## config.mk

```make
export PLATFORM = sky130hd
export DESIGN_NAME = sasa_sqrt
export DESIGN_NICKNAME = d
export VERILOG_FILES = /design/src/design/sasa_pkg.sv /design/src/design/sasa_sqrt.sv
export SDC_FILE = /design/constraint.sdc
export NUM_CORES = 1
export LEC_CHECK = 0
export BUFFER_PORTS_ARGS = -buffer_cell sky130_fd_sc_hd__buf_4
export CAP_MARGIN = 20
export CORE_MARGIN = 2
export CORE_UTILIZATION = 53
export CTS_CLUSTER_SIZE = 10
export DETAILED_ROUTE_END_ITERATION = 8
export PLACE_DENSITY = 0.86
export SYNTH_ARGS = -nofsm -noshare
export SYNTH_HDL_FRONTEND = slang
export SYNTH_SLANG_ARGS = --single-unit
```

## constraint.sdc

```tcl
create_clock -name clk -period 2.8 [get_ports clk]
set_input_delay 0.14 -clock clk [delete_from_list [all_inputs] [get_ports clk]]
set_output_delay 0.14 -clock clk [all_outputs]
set_load 0.02 [all_outputs]
```

## src/design/sasa_pkg.sv

```systemverilog
`timescale 1ns / 1ps
// ----------------------------------------------------------------------------
// Solvation area overlap update package
// Shared widths, constants, the atom record type and a small helper function.
// ----------------------------------------------------------------------------
package sasa_pkg;

	localparam int ATOMS   = 1024;
	localparam int IDX_W   = $clog2(ATOMS);
	localparam int CRD_W   = 24;
	localparam int RAD_W   = 16;
	localparam int PRS_W   = 24;
	localparam int WPA_W   = 32;
	localparam int AREA_W  = 17;
	localparam int PROBE_W = 14;
	localparam int FAC_W   = 16;
	localparam int ADDR_W  = 4;
	localparam int DATA_W  = 32;

	localparam int DIV_Q_W   = 32;
	localparam int DIV_DEN_W = 40;
	localparam int SQ_IN_W   = 52;
	localparam int SQ_OUT_W  = SQ_IN_W / 2;

	localparam logic [17:0]       PI_Q16     = 18'd205887;
	localparam logic [19:0]       FOURPI_Q16 = 20'd823550;
	localparam logic [AREA_W-1:0] ONE_Q16    = 17'd65536;
	localparam logic [24:0]       RATIO_SAT  = 25'd16777216;

	localparam logic [PROBE_W-1:0] PROBE_RST  = 14'd2458;
	localparam logic [FAC_W-1:0]   FBOND_RST  = 16'd58163;
	localparam logic [FAC_W-1:0]   FANGLE_RST = 16'd23043;
	localparam logic [FAC_W-1:0]   FFAR_RST   = 16'd20683;

	localparam logic [1:0] OP_LOAD   = 2'd0;
	localparam logic [1:0] OP_BONDED = 2'd1;
	localparam logic [1:0] OP_ANGLE  = 2'd2;
	localparam logic [1:0] OP_FAR    = 2'd3;

	localparam logic [1:0] REG_PROBE  = 2'd0;
	localparam logic [1:0] REG_FBOND  = 2'd1;
	localparam logic [1:0] REG_FANGLE = 2'd2;
	localparam logic [1:0] REG_FFAR   = 2'd3;

	typedef struct packed {
		logic [CRD_W-1:0] x;
		logic [CRD_W-1:0] y;
		logic [CRD_W-1:0] z;
		logic [RAD_W-1:0] rad;
		logic [PRS_W-1:0] prs;
		logic [WPA_W-1:0] wpa;
	} atom_rec_t;

	function automatic logic [CRD_W:0] abs_diff(input logic [CRD_W-1:0] p,
		input logic [CRD_W-1:0] q);
		logic [CRD_W:0] d;
		d = {p[CRD_W-1], p} - {q[CRD_W-1], q};
		return d[CRD_W] ? (~d + 1'b1) : d;
	endfunction

endpackage

```

## src/design/sasa_sqrt.sv

```systemverilog
`timescale 1ns / 1ps
// ----------------------------------------------------------------------------
// Integer square root
// Floor square root, two radicand bits per cycle.
// ----------------------------------------------------------------------------
module sasa_sqrt (
	input  logic                          clk,
	input  logic                          arst_n,
	input  logic                          start,
	input  logic [sasa_pkg::SQ_IN_W-1:0]  radicand,
	output logic                          done,
	output logic [sasa_pkg::SQ_OUT_W-1:0] root
);
	import sasa_pkg::*;

	localparam int CNT_W = $clog2(SQ_OUT_W);
	localparam int REM_W = SQ_OUT_W + 2;

	logic [SQ_IN_W-1:0]  v_q;
	logic [REM_W-1:0]    rem_q;
	logic [SQ_OUT_W-1:0] root_q;
	logic [CNT_W-1:0]    cnt_q;
	logic                run_q;
	logic                done_q;
	logic [REM_W+1:0]    r;
	logic [REM_W+1:0]    trial;
	logic                fits;

	assign r     = {rem_q, v_q[SQ_IN_W-1:SQ_IN_W-2]};
	assign trial = (REM_W+2)'({root_q, 2'b01});
	assign fits  = r >= trial;

	always_ff @(posedge clk or negedge arst_n) begin
		if (!arst_n) begin
			run_q  <= 1'b0;
			done_q <= 1'b0;
			cnt_q  <= '0;
		end else begin
			done_q <= 1'b0;
			if (start) begin
				run_q <= 1'b1;
				cnt_q <= CNT_W'(SQ_OUT_W - 1);
			end else if (run_q) begin
				cnt_q <= cnt_q - 1'b1;
				if (cnt_q == '0) begin
					run_q  <= 1'b0;
					done_q <= 1'b1;
				end
			end
		end
	end

	always_ff @(posedge clk) begin
		if (start) begin
			v_q    <= radicand;
			rem_q  <= '0;
			root_q <= '0;
		end else if (run_q) begin
			v_q    <= {v_q[SQ_IN_W-3:0], 2'b00};
			rem_q  <= fits ? REM_W'(r - trial) : REM_W'(r);
			root_q <= {root_q[SQ_OUT_W-2:0], fits};
		end
	end

	assign done = done_q;
	assign root = root_q;

endmodule

```

After elaboration in Yosys (flattened, before gate mapping) --
Cells that the tools add are included.
Word-level totals: register bits 113, input bits 55, output and inout port bits 27
Cells by class: $add $sub $neg 2, $lt $le $gt $ge 1, muxes and demuxes 11, reduce and logical (&&, ||, !) cells 2
Operators with widths (number):
- 52-bit 2-to-1 mux | 2
- 30-bit by 28-bit >= comparator with 1-bit output | 1
- 28-bit 2-to-1 mux | 1
- 28-bit subtractor | 1
- 5-bit 2-to-1 mux | 2
- 1-bit 2-to-1 mux | 6
- 5-bit zero test | 1
- 5-bit by 1-bit subtractor with 5-bit output, second input constant | 1
- 2-bit nonzero test | 1

Depth between registers and ports, before layout --
word-level depth 4, depth in mapped cells 12, mapped depth without buffers 10

Worst setup path before layout --
No wires, ideal clock.
path type register to register, from register root_q[0], in the netlist root[0], to register rem_q[23], arrival time 2944 ps, data required time 2714 ps, slack -229 ps, stages on the path, launching flop included 12, path buffers 1, clock period less this slack 3029 ps, cell sequence dfxtp_1 -> inv_1 -> ha_1 -> nor2b_1 -> o31a_1 -> o311a_1 -> o31a_1 -> o41ai_4 -> a21oi_2 -> buf_2 -> mux2i_1 -> a211oi_1
Between the ends: cells in the longest elaborated chain, start to end 2
Ends and longest elaborated chain:
- start, declared | RTL line sasa_sqrt.sv:21 | logic [SQ_OUT_W-1:0] root_q;
- start signal, assigned | RTL line sasa_sqrt.sv:61 | root_q <= {root_q[SQ_OUT_W-2:0], fits};
- 28-bit subtractor / 30-bit by 28-bit >= comparator with 1-bit output (equally long branches) | RTL line sasa_sqrt.sv:60, sasa_sqrt.sv:31
- 28-bit 2-to-1 mux (*) | RTL line sasa_sqrt.sv:60 | rem_q <= fits ? REM_W'(r - trial) : REM_W'(r);
- end signal, assigned | RTL line sasa_sqrt.sv:60
- end, declared | RTL line sasa_sqrt.sv:20 | logic [REM_W-1:0] rem_q;
Every way passes the cells marked *; elsewhere a longest branch is shown, timed or not. A chain may end at the register's enable or synchronous reset.

Worst setup path after layout --
from register v_q[50], to register rem_q[11]
Between the ends: cells in the longest elaborated chain, start to end 2
Ends and longest elaborated chain:
- start, declared | RTL line sasa_sqrt.sv:19 | logic [SQ_IN_W-1:0] v_q;
- start signal, assigned | RTL line sasa_sqrt.sv:55 | v_q <= radicand;
- start signal, assigned | RTL line sasa_sqrt.sv:59 | v_q <= {v_q[SQ_IN_W-3:0], 2'b00};
- 28-bit subtractor / 30-bit by 28-bit >= comparator with 1-bit output (equally long branches) | RTL line sasa_sqrt.sv:60, sasa_sqrt.sv:31
- 28-bit 2-to-1 mux (*) | RTL line sasa_sqrt.sv:60
Marks and branches as above.

==> impl_metrics.yaml <==
timing:
  worst_pin_slew_ps: 622
  hold_violations: 0
  whs_ps: 11.3
  maxSlewHeadroom: 0.585
  finalMaxSlewViolations: 0
  finalCriticalPeriod_ps: 2790
  fin_worst_skew_ps: 8.56
  grt_setup_unrepaired: "true"
  fin_ws_ps: 9.79
  fin_crit_sh: 0.997
  fmax_mhz: 358
  setup_violations: 0
  fin_setup_tns_ps: 0
placement:
  dp_hpwl_um: 9360
  dp_cells: 821
  dp_slack_ps: -66.2
  place.gp.congestion: 0.950
  io_buffer_count: 81
grt:
  grt_pass1_vias: 4971
  grt_first_pass_wirelength_um: 22900
  grt_max_degree: 89
  antenna_found_initial: 0
  gr-total-overflow: 0
  grt_use_total: 0.227
route:
  dr.first_iter.drc_count: 262
  vias: 4917
  drc: 0
  postRouteAntennaNets: 0
  dr.pass1.iters: 4
  wl_per_cell_um: 16.4
  viasPerCell: 5.71
  routed_wl_um: 14100
synthesis:
  ys_ff_latch: 113
  synth_fa_ha_area_frac: 0.0603
  synth-edff-count: 52
  ys.flop_type: "dfxtp_1"
  synthTopCellsByArea: "edfxtp_1, dfxtp_1, mux2_2, mux2i_1, ha_1"
  syn_area_um2: 6220
  synthCells: 591
  synth_top_area_frac: 0.251
  synthSimpleGateAreaFrac: 0.112
  synth.largest_area_cell: "edfxtp_1"
  synthesis.nets: 676
  synth_xor_area_frac: 0.0352
  ys_seq_area_frac: 0.453
  syn_area_per_cell_um2: 10.5
  synthMuxAreaShare: 0.171
  ys_types: 59
  async_flop_share: 0.0619
  yosys_warnings: 0
  synth_compound_area_frac: 0.130
  synth_top_family_by_area: "multiplexers"
clocking:
  cts.sinks: 113
  cts-root-buf: "clkbuf_16"
  clockBufferDepth: 2
  cts_buffers: 17
  htree_num_levels: 4
  worstSkewPairLatency_ps: 430
  clk_pin_slew_ps: 60
  cts_tree: "done"
run_status:
  status: "completed"
power_and_ir_drop:
  p_per_area_nw_per_um2: 1110
  power_leakage_uw: 0.00354
  irDropWorstVdd_mv: 0.817
floorplanning:
  start_util: 0.545
  die_x_um: 112
  die_area_um2: 12600
  io_pins: 82
  fp-row-count: 39
  core_area_um2: 11400
  die_h_um: 112
worst_setup_path:
  cp.arrival_ps: 3100
  start_kind: "register"
  worst_setup_path_end_kind: "register"
  required_ps: 3110
  critPathMaxFanout: 6
  criticalPathCategory: "reg -> reg"
final_layout:
  drive_above_1_share: 0.338
  post-route-util: 0.706
  layout_common_cells: "buf_4, nor2_1, edfxtp_1"
  fin_cells: 861
  fillers: 806
  area_growth_syn_to_layout_pct: 29.6
  antenna_cells: 0
  layout_commonest_cell: "buf_4"
  layout.nets: 790
min_path:
  worstHoldPathType: "in -> reg"
run:
  cap_violations: 0
==> metal layers <==
| layer | global-route usage | share of wire | vias up |
|---|---|---|---|
| met5 | 0 | 0 | - |
| met4 | 0.107 | 0.029 | 0 |
| met3 | 0.0880 | 0.070 | 46 |
| met2 | 0.385 | 0.50 | 160 |
| met1 | 0.252 | 0.40 | 2326 |
| li1 | - | - | 2385 |
==> stage by stage <==
step	cell area, µm²	total power [µW]
6_report	8060	8950
5_1_grt	8060	9440
4_1_cts	7900	8560
3_5_place_dp	7210	6210
3_3_place_gp	7210	6030
2_1_floorplan	6240	5150
==> synth_stat cells, types with 4 or more instances <==
master	number
nor2_1	71
dfxtp_1	54
edfxtp_1	52
mux2_2	50
mux2i_1	50
inv_1	33
ha_1	30
a211oi_1	26
a21oi_1	23
clkbuf_1	22
nand2_1	22
xnor2_1	18
o21ai_0	11
nor3_1	9
nand2b_1	8
dfrtp_1	7
nor3b_1	7
xor2_1	7
a21o_1	6
o21a_1	6
a31oi_1	5
nand3_1	5
and2_1	4
and3_1	4
buf_1	4
o21ai_1	4
o31a_1	4
==> power by group <==
part	switching (µW)	internal, µW
Sequential	182	2010
Combinational	2280	2310
Clock	778	1400
==> logic make-up (layout without fill, tap and decap cells) <==
group                      count (synthesis)  count (layout)
xor gates and xnor gates                  25              25
and+or+nand+nor                          147             147
muxes                                    100             100
DFF                                      113             113
buffers and inverters                     63             190
AOI/OAI and AO/OA                        113             113
adders and majority gates                 30              30
==> worst paths after layout <==
check | slack [ps] | to | depth (start not counted) | from
worst max-delay path | 10 | rem_q[11]$_SDFFE_PP0P_ | 11 | v_q[50]$_DFFE_PP_
worst min-delay path | 10 | v_q[44]$_DFFE_PP_ | 2 | radicand[44]
worst max register to register | 10 | rem_q[11]$_SDFFE_PP0P_ | 11 | v_q[50]$_DFFE_PP_
worst min register to register | 500 | rem_q[26]$_SDFFE_PP0P_ | 2 | rem_q[26]$_SDFFE_PP0P_
max in group asynchronous | 2580 | run_q$_DFF_PN0_ | 2 | arst_n
min in group asynchronous | 80 | cnt_q[2]$_DFFE_PN0P_ | 2 | arst_n
==> sequential cells by signal, summed over array words and instances (netlist names) <==
| name | count |
|---|---|
| cnt_q | 5 |
| done | 1 |
| rem_q | 28 |
| root | 26 |
| run_q | 1 |
| v_q | 52 |
==> worst max-delay path: stages (launching register included) <==
cell	delay (ps)
edfxtp_1	430
inv_2	110
ha_4	150
nor2b_4	40
o31a_1	260
o311a_1	320
o31a_1	340
o41ai_4	310
a21oi_4	160
buf_6	150
buf_6	110
a211o_1	280
==> final cells by class <==
class	count	area [µm²]	share of cell area
sequential	113	2830	0.351
tap	143	179	0.0222
inverter	33	126	0.0157
multi-input combinational	415	3340	0.414
clock inverter	13	163	0.0202
clock buffer	19	433	0.0537
timing repair buffer	125	997	0.124
==> timing repair <==
action                                  in CTS  in global routing
hold buffers                                 3                  0
buffers inserted                             2                  3
endpoints found under the setup margin      26                 29
hold endpoints to repair                     9                  0
gates resized for setup                     11                 31
pin swaps                                    0                 11
Note: power is estimated with default switching activity, not from simulation.
