$ cat config.mk
export PLATFORM = sky130hd
export DESIGN_NAME = sasa_div
export DESIGN_NICKNAME = d
export VERILOG_FILES = /design/src/design/sasa_pkg.sv /design/src/design/sasa_div.sv
export SDC_FILE = /design/constraint.sdc
export NUM_CORES = 1
export LEC_CHECK = 0
export BUFFER_PORTS_ARGS = -buffer_cell sky130_fd_sc_hd__buf_2
export CORE_MARGIN = 8
export CORE_UTILIZATION = 40
export DETAILED_ROUTE_END_ITERATION = 10
export GPL_TIMING_DRIVEN = 0
export MAX_ROUTING_LAYER = met4
export PLACE_DENSITY = 0.66
export SYNTH_ARGS = -nofsm -noshare
export SYNTH_HDL_FRONTEND = slang
export SYNTH_SLANG_ARGS = --single-unit
$ cat constraint.sdc
create_clock -name clk -period 3.2 [get_ports clk]
set_input_delay 0.32 -clock clk [delete_from_list [all_inputs] [get_ports clk]]
set_output_delay 0.32 -clock clk [all_outputs]
set_load 0.02 [all_outputs]
$ cat src/design/sasa_pkg.sv
`timescale 1ns / 1ps
// ----------------------------------------------------------------------------
// Solvation area overlap update package
// Shared widths, constants, the atom record type and a small helper function.
// ----------------------------------------------------------------------------
package sasa_pkg;

	localparam int ATOMS   = 1024;
	localparam int IDX_W   = $clog2(ATOMS);
	localparam int CRD_W   = 24;
	localparam int RAD_W   = 16;
	localparam int PRS_W   = 24;
	localparam int WPA_W   = 32;
	localparam int AREA_W  = 17;
	localparam int PROBE_W = 14;
	localparam int FAC_W   = 16;
	localparam int ADDR_W  = 4;
	localparam int DATA_W  = 32;

	localparam int DIV_Q_W   = 32;
	localparam int DIV_DEN_W = 40;
	localparam int SQ_IN_W   = 52;
	localparam int SQ_OUT_W  = SQ_IN_W / 2;

	localparam logic [17:0]       PI_Q16     = 18'd205887;
	localparam logic [19:0]       FOURPI_Q16 = 20'd823550;
	localparam logic [AREA_W-1:0] ONE_Q16    = 17'd65536;
	localparam logic [24:0]       RATIO_SAT  = 25'd16777216;

	localparam logic [PROBE_W-1:0] PROBE_RST  = 14'd2458;
	localparam logic [FAC_W-1:0]   FBOND_RST  = 16'd58163;
	localparam logic [FAC_W-1:0]   FANGLE_RST = 16'd23043;
	localparam logic [FAC_W-1:0]   FFAR_RST   = 16'd20683;

	localparam logic [1:0] OP_LOAD   = 2'd0;
	localparam logic [1:0] OP_BONDED = 2'd1;
	localparam logic [1:0] OP_ANGLE  = 2'd2;
	localparam logic [1:0] OP_FAR    = 2'd3;

	localparam logic [1:0] REG_PROBE  = 2'd0;
	localparam logic [1:0] REG_FBOND  = 2'd1;
	localparam logic [1:0] REG_FANGLE = 2'd2;
	localparam logic [1:0] REG_FFAR   = 2'd3;

	typedef struct packed {
		logic [CRD_W-1:0] x;
		logic [CRD_W-1:0] y;
		logic [CRD_W-1:0] z;
		logic [RAD_W-1:0] rad;
		logic [PRS_W-1:0] prs;
		logic [WPA_W-1:0] wpa;
	} atom_rec_t;

	function automatic logic [CRD_W:0] abs_diff(input logic [CRD_W-1:0] p,
		input logic [CRD_W-1:0] q);
		logic [CRD_W:0] d;
		d = {p[CRD_W-1], p} - {q[CRD_W-1], q};
		return d[CRD_W] ? (~d + 1'b1) : d;
	endfunction

endpackage

$ cat src/design/sasa_div.sv
`timescale 1ns / 1ps
// ----------------------------------------------------------------------------
// Restoring divider
// Computes (rem0 * 2^32 + num) / den one quotient bit per cycle; rem0 < den.
// ----------------------------------------------------------------------------
module sasa_div (
	input  logic                           clk,
	input  logic                           arst_n,
	input  logic                           start,
	input  logic [sasa_pkg::DIV_DEN_W-1:0] rem0,
	input  logic [sasa_pkg::DIV_Q_W-1:0]   num,
	input  logic [sasa_pkg::DIV_DEN_W-1:0] den,
	output logic                           done,
	output logic [sasa_pkg::DIV_Q_W-1:0]   quot
);
	import sasa_pkg::*;

	localparam int CNT_W = $clog2(DIV_Q_W);

	logic [DIV_DEN_W-1:0] rem_q;
	logic [DIV_DEN_W-1:0] den_q;
	logic [DIV_Q_W-1:0]   num_q;
	logic [DIV_Q_W-1:0]   quot_q;
	logic [CNT_W-1:0]     cnt_q;
	logic                 run_q;
	logic                 done_q;
	logic [DIV_DEN_W:0]   trial;
	logic                 fits;

	assign trial = {rem_q, num_q[DIV_Q_W-1]};
	assign fits  = trial >= {1'b0, den_q};

	always_ff @(posedge clk or negedge arst_n) begin
		if (!arst_n) begin
			run_q  <= 1'b0;
			done_q <= 1'b0;
			cnt_q  <= '0;
		end else begin
			done_q <= 1'b0;
			if (start) begin
				run_q <= 1'b1;
				cnt_q <= CNT_W'(DIV_Q_W - 1);
			end else if (run_q) begin
				cnt_q <= cnt_q - 1'b1;
				if (cnt_q == '0) begin
					run_q  <= 1'b0;
					done_q <= 1'b1;
				end
			end
		end
	end

	always_ff @(posedge clk) begin
		if (start) begin
			rem_q <= rem0;
			den_q <= den;
			num_q <= num;
		end else if (run_q) begin
			num_q  <= {num_q[DIV_Q_W-2:0], 1'b0};
			rem_q  <= fits ? DIV_DEN_W'(trial - {1'b0, den_q}) : trial[DIV_DEN_W-1:0];
			quot_q <= {quot_q[DIV_Q_W-2:0], fits};
		end
	end

	assign done = done_q;
	assign quot = quot_q;

endmodule

Word-level counts from Yosys, hierarchy flattened. Cells that the tools add are included.

Memories: 0. Register bits after elaboration: 151. Latch bits: 0. Input port bits: 115. Logic and storage cells: 27. RAM bits: 0. Bits in read-only memories: 0.

Reduce and logical (&&, ||, !) cells: 3. Div/mod/pow operators: 0. Add/subtract/negate cells: 2. $mul: 0. Bitwise gates (word level): 1. Magnitude comparators: 1. Mux-type cells: 13. Eq/ne operators: 0. Shift-type cells: 0.

Operator list (count): 40-bit two-way mux (3); 32-bit two-way mux (2); 41-bit by 40-bit >= comparator with 1-bit output (1); 40-bit subtractor (1); 5-bit two-way mux (2); 1-bit two-way mux (6); 5-bit logical NOT (1); 5-bit by 1-bit subtractor with 5-bit output, second input constant (1); 2-bit AND reduction (1); 2-bit nonzero test (1); 1-bit NOT (1).

Depth between registers and ports, before layout.
Word-level depth: 4. Gate-level depth with buffers: 16. Mapped depth without buffers: 13.

Worst setup path after synthesis. Ideal clock, no wire load.

Path kind: flip-flop to flip-flop. Start point: register rem_q[0]. End point: register rem_q[13], data pin. Clock period less this slack: 3.272 ns. Required time: 2.940 ns. Path buffers: 1. Data arrival time: 3.012 ns. Library setup time: 0.260 ns. Cell stages (with the launch flop): 13. Path slack: -0.072 ns. Cell sequence: edfxtp_1 > ha_1 > nor2b_4 > o2111ai_2 > a31o_2 > nand2_2 > a311oi_4 > o21ai_2 > a211oi_4 > inv_2 > buf_6 > mux2_4 > mux2_2.

Cells in the longest elaborated chain, start to end: 4. Elaborated cells between the ends (all ways): 5.

RTL lines: start, declared (RTL line sasa_div.sv:20) `logic [DIV_DEN_W-1:0] rem_q;`; start signal, assigned (RTL line sasa_div.sv:55) `rem_q <= rem0;`; start signal, assigned (RTL line sasa_div.sv:60) `rem_q <= fits ? DIV_DEN_W'(trial - {1'b0, den_q}) : trial[DIV_DEN_W-1:0];`; 40-bit subtractor / 41-bit by 40-bit >= comparator with 1-bit output (equally long branches) (RTL line sasa_div.sv:60, sasa_div.sv:31); 40-bit two-way mux * (RTL line sasa_div.sv:60); 40-bit two-way mux * (RTL line sasa_div.sv:58) `end else if (run_q) begin`; 40-bit two-way mux * (RTL line sasa_div.sv:54) `if (start) begin`.

Every way passes the cells marked *; elsewhere a longest branch is shown, timed or not. The select of a mux whose other input is x is not followed. A chain may end at the register's enable or synchronous reset.

Final worst setup path.
Start point: register den_q[1]. End point: register rem_q[6], data pin.

Cells in the longest elaborated chain, start to end: 4. Elaborated cells between the ends (all ways): 5.

RTL lines: start, declared (RTL line sasa_div.sv:21) `logic [DIV_DEN_W-1:0] den_q;`; start signal, assigned (RTL line sasa_div.sv:56) `den_q <= den;`; 40-bit subtractor / 41-bit by 40-bit >= comparator with 1-bit output (equally long branches) (RTL line sasa_div.sv:60, sasa_div.sv:31); 40-bit two-way mux * (RTL line sasa_div.sv:60); 40-bit two-way mux * (RTL line sasa_div.sv:58); 40-bit two-way mux * (RTL line sasa_div.sv:54).

Marked as above.

==> reports/metrics.cfg <==
[status]
status=finished with violations
failed_checks=setup timing

[clock_tree]
clk_pin_slew_ns=0.06
clkLatencyLatePin_ns=0.43
cts_tree=yes
root_buffer=clkbuf_16
htree_levels=4
clk_path_buf_depth=2
cts.sinks=151
numCtsBuffers=17

[synth]
synth_area_per_cell_um2=12.1
async_flop_share_pct=4.64
yosys_warnings=0
synth_nets=852
synthFlopType=edfxtp_1
ys_types=66
netlist_area_um2=8420
ys_ff_latch=151
synth_edf_count=144
seq_area_frac_synth_pct=53.4
syn_inst=694

[routing]
routedWlPerCell_um=17.9
via_per_inst=5.15
drtPass1Iterations=8
drcViolationCount=0
first_iter_violations=389
drt.antenna.violating_nets=0
drt-total-wl_um=21000
vias=6026

[global_route]
grt_usage_pct=16.2
grt_util_met3_pct=4.73
grt.overflow.total=0
grt_max_degree=50
grt_use_met2_pct=24.0
first_global_vias=6174
antenna_found_initial=5
grt_busiest_layer=met2
grt_pass1_wl_um=32200
globalRouteMet1Util_pct=20.6

[critical_path]
worstSetupStartpoint=den_q[1]
cp_max_fo=6
crit_end=rem_q[6]
cp.required_ns=3.38
rrSetupSlack_ns=-0.003
end_kind=flop
crit_arrival_ns=3.38
cp-start-kind=flop
path_class=flop to flop
worstRegToRegCells=13
r2r_start=den_q[1]
r2r_end=rem_q[6]

[cells_and_area]
drive_gt1_share_pct=37.4
design_area_um2=10700
syn_to_final_growth_pct=26.6
fin_nets=1036

[timing]
rsz0062_at_grt=true
report.final.slew_viol_count=0
worst_pin_slew_ns=1.00
skew_ns=0.00983
fin_crit_sh_pct=100
setup_viol=2
period_needed_ns=3.20
fin_ws_ns=-0.00272
slew_headroom_pct=33.1
fmax_mhz=312
hold_viol=0

[floorplanning]
fp.dieH_um=161
fp-row-count=53
start_util_pct=40.4
die_w_um=161
die_area_um2=26000
core_area_um2=20800
ios=148

[placement]
dp_slack_ns=-0.513
dpl_cell_area_um2=9540
dp_hpwl_um=15000
port_buffers=147
place_congestion=0.854

[power]
power_leakage_uw=0.00447
powerDensity_nw_per_um2=921
finalPower_uw=9820
peakVddDrop_uv=460

[worst_hold_path]
worst_hold_path_type=input port to flop

[job]
drv_cap=0

-- sequential cells by signal (all words and copies together) (netlist names) --
| signal | flops |
|---|---|
| num_q | 32 |
| run_q | 1 |
| cnt_q | 5 |
| quot | 32 |
| done | 1 |
| den_q | 40 |
| rem_q | 40 |
-- through the flow --
stage | utilization (%) | instances | hold WS (ns) | setup TNS, ns
after floorplan | - | 694 | 0.0244 | 0
after global placement | 45.7 | 1116 | 0.163 | -79.79
after detailed placement | 45.8 | 1117 | 0.162 | -16.38
after CTS | 49.2 | 1153 | 0.0488 | 0
after global routing | 51.2 | 1171 | 0.0453 | -1.88
final | 51.2 | 1171 | 0.0642 | -0.00392
-- critical path: stages (launching register included) --
cell and delay (ns):
edfxtp_1 0.40, inv_2 0.11, ha_4 0.20, nor2b_4 0.12, o2111ai_2 0.18, a31o_2 0.23
nand2_4 0.07, a311oi_4 0.40, o21ai_4 0.10, a211oi_4 0.28, inv_4 0.12, clkbuf_16 0.19
mux2_4 0.29, mux2_2 0.25
-- cell families after synthesis --
family | share of synthesized area, %
compound gates | 12.6
xor+xnor | 4.26
fa+ha+maj | 6.48
buf+inv | 4.04
flops | 53.4
mux | 10.7
simple gates | 8.54
-- power by group --
group          total [uW]  switching, uW  internal, uW
clock network        1820            830           991
logic                5100           2440          2660
registers            2900            229          2670
total                9820           3500          6320
-- cells in the mapped netlist (all sizes together), types with 10 or more instances --
library cell  number  area share [%]
xnor2             33             3.4
o21ai             23             1.4
ha                42             6.2
a21o              24             2.1
nand2             40             1.8
nor2              25             1.1
edfxtp           144              51
nor2b             15             1.2
mux2              70              10
clkbuf            25             1.1
nand3             10            0.59
inv               53             2.4
a21oi             62             3.7
-- layout by cell type, fill, tap and decap left out, types with 5 or more instances in the layout --
cell,instances
nand2_1,35
mux2_4,23
o21bai_1,5
nor3_1,7
o21ai_1,7
edfxtp_1,144
dfrtp_1,7
nor2_1,24
buf_2,147
clkbuf_16,20
nand3_1,10
ha_4,11
nor2b_1,13
a21o_1,24
mux2_2,47
inv_1,51
clkinv_4,5
a31oi_1,6
a21oi_1,56
o21ai_0,14
nand4_1,6
nand2b_1,8
buf_4,24
ha_1,29
xor2_1,8
clkbuf_1,14
diode_2,5
a21oi_2,6
xnor2_1,33
-- final cells by class --
cell class              count  area [um^2]
repair buffers            176         1030
inverters                  53          201
well taps                 275          344
multi-input cells         458         3890
clock inverters            15          105
diodes                      5         12.5
clock buffers              17          425
fillers                  1906        10200
flip-flops and latches    151         4500
plain buffers              21          148
-- layer usage --
layer  vias to the layer above  wire length [um]
met5                         -                 0
met4                         0               493
met3                        35              1190
met2                       175              9610
met1                      2879              9720
li1                       2937                 -
-- how the worst min path moves through the flow --
stage                  from  cells after the start        end  slack [ns]
floorplan            arst_n                      0   cnt_q[0]        0.02
global placement     arst_n                      1       done        0.16
detailed placement   arst_n                      1       done        0.16
CTS                 den[32]                      1  den_q[32]        0.05
global route        den[39]                      1  den_q[39]        0.05
finish              den[39]                      1  den_q[39]        0.06
-- timing repair --
action | in CTS | in global routing
buffers inserted | 10 | 14
pin swaps | 10 | 19
cloned | 0 | 3
setup endpoints to repair | 39 | 37
resized for setup | 21 | 51
hold endpoints to repair | 7 | 0
hold buffers | 1 | 0
No activity file was read; power rests on OpenSTA's default activity.
